--- config.mk ---
export PLATFORM = sky130hd
export DESIGN_NAME = cus_ctrl
export DESIGN_NICKNAME = d
export VERILOG_FILES = /design/src/hdl/cus_pkg.sv /design/src/hdl/cus_ctrl.sv
export SDC_FILE = /design/constraint.sdc
export NUM_CORES = 1
export LEC_CHECK = 0
export ABC_AREA = 1
export BUFFER_PORTS_ARGS = -buffer_cell sky130_fd_sc_hd__buf_2
export CAP_MARGIN = 40
export CORE_AREA = 2 2 50 52
export CTS_CLUSTER_DIAMETER = 80
export DETAILED_ROUTE_END_ITERATION = 10
export DIE_AREA = 0 0 52 54
export GPL_ROUTABILITY_DRIVEN = 0
export SETUP_SLACK_MARGIN = 0.05
export SYNTH_ARGS = -nofsm -noshare
export SYNTH_HDL_FRONTEND = slang
export SYNTH_SLANG_ARGS = --single-unit
--- constraint.sdc ---
create_clock -name clk -period 1.8 [get_ports clk]
set_input_delay 0.36 -clock clk [delete_from_list [all_inputs] [get_ports clk]]
set_output_delay 0.36 -clock clk [all_outputs]
set_load 0.005 [all_outputs]
--- src/hdl/cus_pkg.sv ---
// Shared widths, constants, payload types and control structs of the CPU utilization sampler.
package cus_pkg;

  localparam int IDX_W        = 8;
  localparam int TICK_W       = 64;
  localparam int PCT_W        = 7;
  localparam int MAX_CPUS_DEF = 256;

  localparam logic [PCT_W-1:0] PCT_FULL = 7'd100;

  typedef struct packed {
    logic [IDX_W-1:0]  cpu_index;
    logic              online;
    logic [TICK_W-1:0] tot_count;
    logic [TICK_W-1:0] busy_count;
    logic              sweep_last;
  } cus_in_t;

  typedef struct packed {
    logic [IDX_W-1:0] sample_index;
    logic             index_ignored;
    logic [PCT_W-1:0] core_pct;
    logic [PCT_W-1:0] overall_percent;
    logic             sweep_done;
  } cus_out_t;

  // Commands from the controller to the datapath.
  typedef struct packed {
    logic capture;
    logic delta;
    logic clamp;
    logic accum;
    logic div_start;
    logic div_sel_all;
    logic take_cpu;
    logic take_all;
    logic load_out;
  } cus_cmd_t;

  // Status from the datapath to the controller.
  typedef struct packed {
    logic last;
    logic div_done;
  } cus_sts_t;

endpackage

--- src/hdl/cus_ctrl.sv ---
// Controller state machine sequencing one sample through the datapath.
module cus_ctrl (
  input  logic              clk,
  input  logic              rst,
  input  logic              in_valid,
  output logic              in_ready,
  output logic              out_valid,
  input  logic              out_ready,
  input  cus_pkg::cus_sts_t sts,
  output cus_pkg::cus_cmd_t cmd
);
  import cus_pkg::*;

  typedef enum logic [6:0] {
    S_IDLE    = 7'b0000001,
    S_DELTA   = 7'b0000010,
    S_CLAMP   = 7'b0000100,
    S_ACCUM   = 7'b0001000,
    S_DIV_CPU = 7'b0010000,
    S_DIV_ALL = 7'b0100000,
    S_FINISH  = 7'b1000000
  } ctrl_state_t;

  ctrl_state_t state, state_next;
  logic        slot_free;

  assign in_ready  = (state == S_IDLE);
  assign slot_free = !out_valid || out_ready;

  always_comb begin
    state_next = state;
    cmd        = '0;
    case (state)
      S_IDLE: begin
        if (in_valid) begin
          cmd.capture = 1'b1;
          state_next  = S_DELTA;
        end
      end
      S_DELTA: begin
        cmd.delta  = 1'b1;
        state_next = S_CLAMP;
      end
      S_CLAMP: begin
        cmd.clamp  = 1'b1;
        state_next = S_ACCUM;
      end
      S_ACCUM: begin
        cmd.accum     = 1'b1;
        cmd.div_start = 1'b1;
        state_next    = S_DIV_CPU;
      end
      S_DIV_CPU: begin
        if (sts.div_done) begin
          cmd.take_cpu = 1'b1;
          if (sts.last) begin
            cmd.div_start   = 1'b1;
            cmd.div_sel_all = 1'b1;
            state_next      = S_DIV_ALL;
          end else begin
            state_next = S_FINISH;
          end
        end
      end
      S_DIV_ALL: begin
        cmd.div_sel_all = 1'b1;
        if (sts.div_done) begin
          cmd.take_all = 1'b1;
          state_next   = S_FINISH;
        end
      end
      S_FINISH: begin
        // hold until the result register can take this transaction
        if (slot_free) begin
          cmd.load_out = 1'b1;
          state_next   = S_IDLE;
        end
      end
      default: state_next = S_IDLE;
    endcase
  end

  always_ff @(posedge clk) begin
    if (rst) begin
      state     <= S_IDLE;
      out_valid <= 1'b0;
    end else begin
      state <= state_next;
      if (cmd.load_out) begin
        out_valid <= 1'b1;
      end else if (out_ready) begin
        out_valid <= 1'b0;
      end
    end
  end

  a_no_overwrite: assert property (@(posedge clk) disable iff (rst)
    cmd.load_out |-> slot_free)
    else $error("result overwritten before transfer");

  a_div_in_wait: assert property (@(posedge clk) disable iff (rst)
    sts.div_done |-> (state == S_DIV_CPU || state == S_DIV_ALL))
    else $error("divider finished outside a wait state");

  a_overall_on_last: assert property (@(posedge clk) disable iff (rst)
    (state == S_DIV_ALL) |-> sts.last)
    else $error("overall share computed without sweep end");

  a_accept_starts: assert property (@(posedge clk) disable iff (rst)
    (in_valid && in_ready) |=> (state == S_DELTA))
    else $error("accepted sample not processed");

endmodule
==> tab_implementation.tex <==
\begin{tabular}{lr}
\hline
Metric & Value \\
\hline
\multicolumn{2}{l}{\textbf{Synth}} \\
\quad Share of synthesized flip-flops with an asynchronous set or reset & 0\% \\
\quad Distinct cell type count after synthesis & 16 \\
\quad Count of flip-flops with a built-in enable after synthesis & 0 \\
\quad Synthesized netlist cell count & 89 \\
\quad Share of the synthesized area in the top cell type & 29.6\% \\
\quad Register bit count reported by yosys & 8 \\
\quad Cell type contributing the most total cell area after synthesis & sky130\_fd\_sc\_hd\_\_dfxtp\_1 \\
\quad Dominant cell by count in the synthesized netlist & sky130\_fd\_sc\_hd\_\_nor2\_1 \\
\quad Biggest area contributors in the synthesized netlist & sky130\_fd\_sc\_hd\_\_dfxtp\_1 (30\%), sky130\_fd\_sc\_hd\_\_nor2\_1 (13\%), sky130\_fd\_sc\_hd\_\_nand2\_1 (12\%), sky130\_fd\_sc\_hd\_\_inv\_1 (9.7\%), sky130\_fd\_sc\_hd\_\_nand3\_1 (7.4\%) \\
\quad Main flop type after synthesis & sky130\_fd\_sc\_hd\_\_dfxtp\_1 \\
\quad Nets in the synthesized netlist & 95 \\
\quad Post-synthesis sequential area ratio & 29.6\% \\
\quad Synth warnings & 0 \\
\quad Cell types with the highest counts after synthesis & sky130\_fd\_sc\_hd\_\_nor2\_1 (18), sky130\_fd\_sc\_hd\_\_nand2\_1 (17), sky130\_fd\_sc\_hd\_\_inv\_1 (14), sky130\_fd\_sc\_hd\_\_dfxtp\_1 (8), sky130\_fd\_sc\_hd\_\_nand3\_1 (8) \\
\quad Synthesized area & 541 um2 \\
\quad Synthesized area divided by synthesized cell count & 6.07 um2 \\
\multicolumn{2}{l}{\textbf{Layout}} \\
\quad Multi-input logic area & 323 um2 \\
\quad Share of cells above drive strength 1 & 41.2\% \\
\quad Storage cell area & 165 um2 \\
\quad Fillers & 248 \\
\quad Non-Filler Instances & 144 \\
\quad Final std cell area, no fill & 746 um2 \\
\quad P\&R area growth vs syn & 38.0\% \\
\quad Inserted Diodes & 0 \\
\quad Nets@finish & 122 \\
\multicolumn{2}{l}{\textbf{Place}} \\
\quad HPWL Detailed & 1050 um \\
\quad Post-placement cell area & 658 um2 \\
\quad Cell Count Post-Placement & 135 \\
\quad Port-buffer cells & 16 \\
\multicolumn{2}{l}{\textbf{Clock tree}} \\
\quad Clock tree from TritonCTS & built \\
\quad Max H-tree Level & 1 \\
\quad Clock transition time at the flip-flop clock pins of the worst setup and hold paths & 0.06 ns \\
\quad Clock root buffer & sky130\_fd\_sc\_hd\_\_clkbuf\_4 \\
\quad CTS Buf Count & 3 \\
\quad Clock insertion delay at the later pin of the skew report & 0.27 ns \\
\quad Maximum clock insertion buffer count & 2 \\
\quad Clock sink count & 8 \\
\quad Hold Buf Count CTS & 0 \\
\multicolumn{2}{l}{\textbf{Drt}} \\
\quad Detail-routed via count per cell & 4.15 \\
\quad Initial DRT Pass Iterations & 4 \\
\quad DR DRC count & 0 \\
\quad Antenna Nets Post-Route & 0 \\
\quad Post-detailed-route wirelength per cell & 9.84 um \\
\quad Drt first-iter violations & 6 \\
\quad Total wire length & 1420 um \\
\quad Vias & 598 \\
\multicolumn{2}{l}{\textbf{Floorplan}} \\
\quad Effective utilization at floorplan & 23.3\% \\
\quad Die H & 54 um \\
\quad Std-Cell Core Area & 0.00232 mm2 \\
\quad Die area & 0.00281 mm2 \\
\quad Number of placed I/O pins & 17 \\
\quad Horizontal extent of the die & 52 um \\
\quad Core Rows & 18 \\
\multicolumn{2}{l}{\textbf{Power and ir drop}} \\
\quad Leakage dissipation & 0.000407 uW \\
\quad Worst IR Drop VDD & 487 uV \\
\quad Power per cell area & 1160 mW/mm2 \\
\multicolumn{2}{l}{\textbf{Flow run}} \\
\quad Max-cap viol count & 0 \\
\multicolumn{2}{l}{\textbf{Timing}} \\
\quad Worst-Margin Slew & 0.268 ns \\
\quad Share of the clock period used by the worst path & 96.4\% \\
\quad Setup Skew & 0.0110 ns \\
\quad Fmax & 576 MHz \\
\quad Period minus WS final & 1.74 ns \\
\quad Setup repair after global routing missed its margin & yes \\
\quad Relative slew slack & 82.1\% \\
\quad Number of pins with negative max-slew slack in the final report & 0 \\
\quad Total count of hold-check failures in the final report & 0 \\
\quad Final Setup Violations & 0 \\
\multicolumn{2}{l}{\textbf{Critical path}} \\
\quad Master of the slowest instance on the critical path & sky130\_fd\_sc\_hd\_\_dfxtp\_4 \\
\quad Data arrival time of the worst path & 1.38 ns \\
\quad Cell depth of the worst flop-to-flop path & 9 \\
\quad Largest incremental delay on the critical path & 0.36 ns \\
\quad Critical path start-end classification & reg -> out \\
\quad Buffer and inverter count on the worst path & 2 \\
\quad Maximum net fanout on the critical path & 4 \\
\quad Nature of the critical path startpoint & flop \\
\quad Count of cell instances traversed by the critical path & 8 \\
\quad CP endpoint kind & primary output \\
\quad Cells along the critical path & nor2\_4, nand2\_4, nor2\_4, inv\_2, nor2\_2, nand2\_1, nand2\_1, buf\_2 \\
\quad Cell family with most CP delay & simple AND/OR/NAND/NOR gates \\
\quad Data required time at the worst endpoint & 1.44 ns \\
\multicolumn{2}{l}{\textbf{Run status}} \\
\quad Outcome & complete, no violations \\
\multicolumn{2}{l}{\textbf{Worst hold path}} \\
\quad Path category of the worst min-delay check & in -> reg \\
\quad Worst hold path stage count & 2 \\
\multicolumn{2}{l}{\textbf{Global route}} \\
\quad Via count of the first global-routing pass & 490 \\
\quad Remaining global-route overflow & 0 \\
\quad Antenna violations before repair & 0 \\
\quad Global router's overall resource usage & 10.6\% \\
\quad First-pass GRT wire length & 2060 um \\
\quad Maximum number of pins on one net before global-route repair & 6 \\
\hline
\end{tabular}
## per-stage QoR
stage               hold WS [ns]  total power, uW  setup slack [ns]  TNS, ns  util [%]
detailed placement         0.537              663             0.310        0      28.4
floorplan                  0.429              559             0.482        0         -
finish                     0.325              864            0.0646        0      32.1
global route               0.333              947           -0.0186  -0.0186      32.1
CTS                        0.321              825            0.0576        0      29.8
global placement           0.538              653             0.368        0      28.4
## where the power goes
part	switching, uW	internal [uW]
Sequential	42.8	222
Combinational	270	181
Clock	71.0	76.9
## state kept, by name, indices dropped and copies added, names as in the netlist
register / flops
out_valid: 1
state: 7
## layer usage
metal,global-route usage [%],routed length [um],share of wire [%]
met5,0,0,0
met4,7.89,30,2.1
met3,3.33,64,4.5
met2,16.2,731,52
met1,12.4,591,42
## worst reg2reg max path: stages (launching register included)
cell and delay (ns):
sky130_fd_sc_hd__dfxtp_1 0.35, sky130_fd_sc_hd__inv_2 0.10, sky130_fd_sc_hd__nand2_1 0.07, sky130_fd_sc_hd__nor2_2 0.16, sky130_fd_sc_hd__nand4_1 0.17, sky130_fd_sc_hd__buf_4 0.17
sky130_fd_sc_hd__nand2_1 0.05, sky130_fd_sc_hd__nor2_1 0.04, sky130_fd_sc_hd__nand2_1 0.05, sky130_fd_sc_hd__nand3_1 0.05
## cells by family (layout without fill, tap and decap cells)
kind of cell / Yosys count / after routing / share of synthesized area (%)
buffers and inverters: 19 / 44 / 13.4
AO/OA/AOI/OAI: 4 / 4 / 4.40
flip-flops: 8 / 8 / 29.6
AND/OR/NAND/NOR: 58 / 58 / 52.5
## path summary, 6_finish.rpt
kind	startpoint	endpoint	slack (ns)
worst max-delay path	state[1]	cmd[3]	0.06
worst min-delay path	rst	state[3]	0.33
worst max register to register	state[5]	state[0]	0.50
worst min register to register	state[2]	state[3]	0.53
## cell usage in the layout, fill, tap and decap left out
cell / n
sky130_fd_sc_hd__inv_1: 14
sky130_fd_sc_hd__buf_2: 16
sky130_fd_sc_hd__nand3_2: 2
sky130_fd_sc_hd__nor2_2: 4
sky130_fd_sc_hd__nand2_4: 1
sky130_fd_sc_hd__clkinv_2: 1
sky130_fd_sc_hd__nor2_1: 18
sky130_fd_sc_hd__dfxtp_1: 6
sky130_fd_sc_hd__nand4_1: 1
sky130_fd_sc_hd__o21ai_2: 1
sky130_fd_sc_hd__nor2_4: 3
sky130_fd_sc_hd__nor3_1: 1
sky130_fd_sc_hd__nor4_2: 1
sky130_fd_sc_hd__dfxtp_4: 1
sky130_fd_sc_hd__nand2_1: 17
sky130_fd_sc_hd__nand3_1: 7
sky130_fd_sc_hd__dfxtp_2: 1
sky130_fd_sc_hd__inv_2: 4
sky130_fd_sc_hd__clkbuf_4: 3
sky130_fd_sc_hd__buf_4: 6
sky130_fd_sc_hd__a21oi_1: 3
sky130_fd_sc_hd__nand2_2: 3
## what timing repair did
action,in CTS,in global routing
buffers inserted,0,6
resized for setup,2,4
setup endpoints to repair,2,4
pin swaps,0,5
## layout make-up
type                            instances  area share (%)
Sequential cell                         8            22.1
Timing Repair Buffer                   22            16.8
Clock buffer                            3            3.02
Tap cell                               30            5.03
Multi-Input combinational cell         62            43.3
Inverter                               19            9.73
Note: power is estimated with default switching activity, not from simulation.
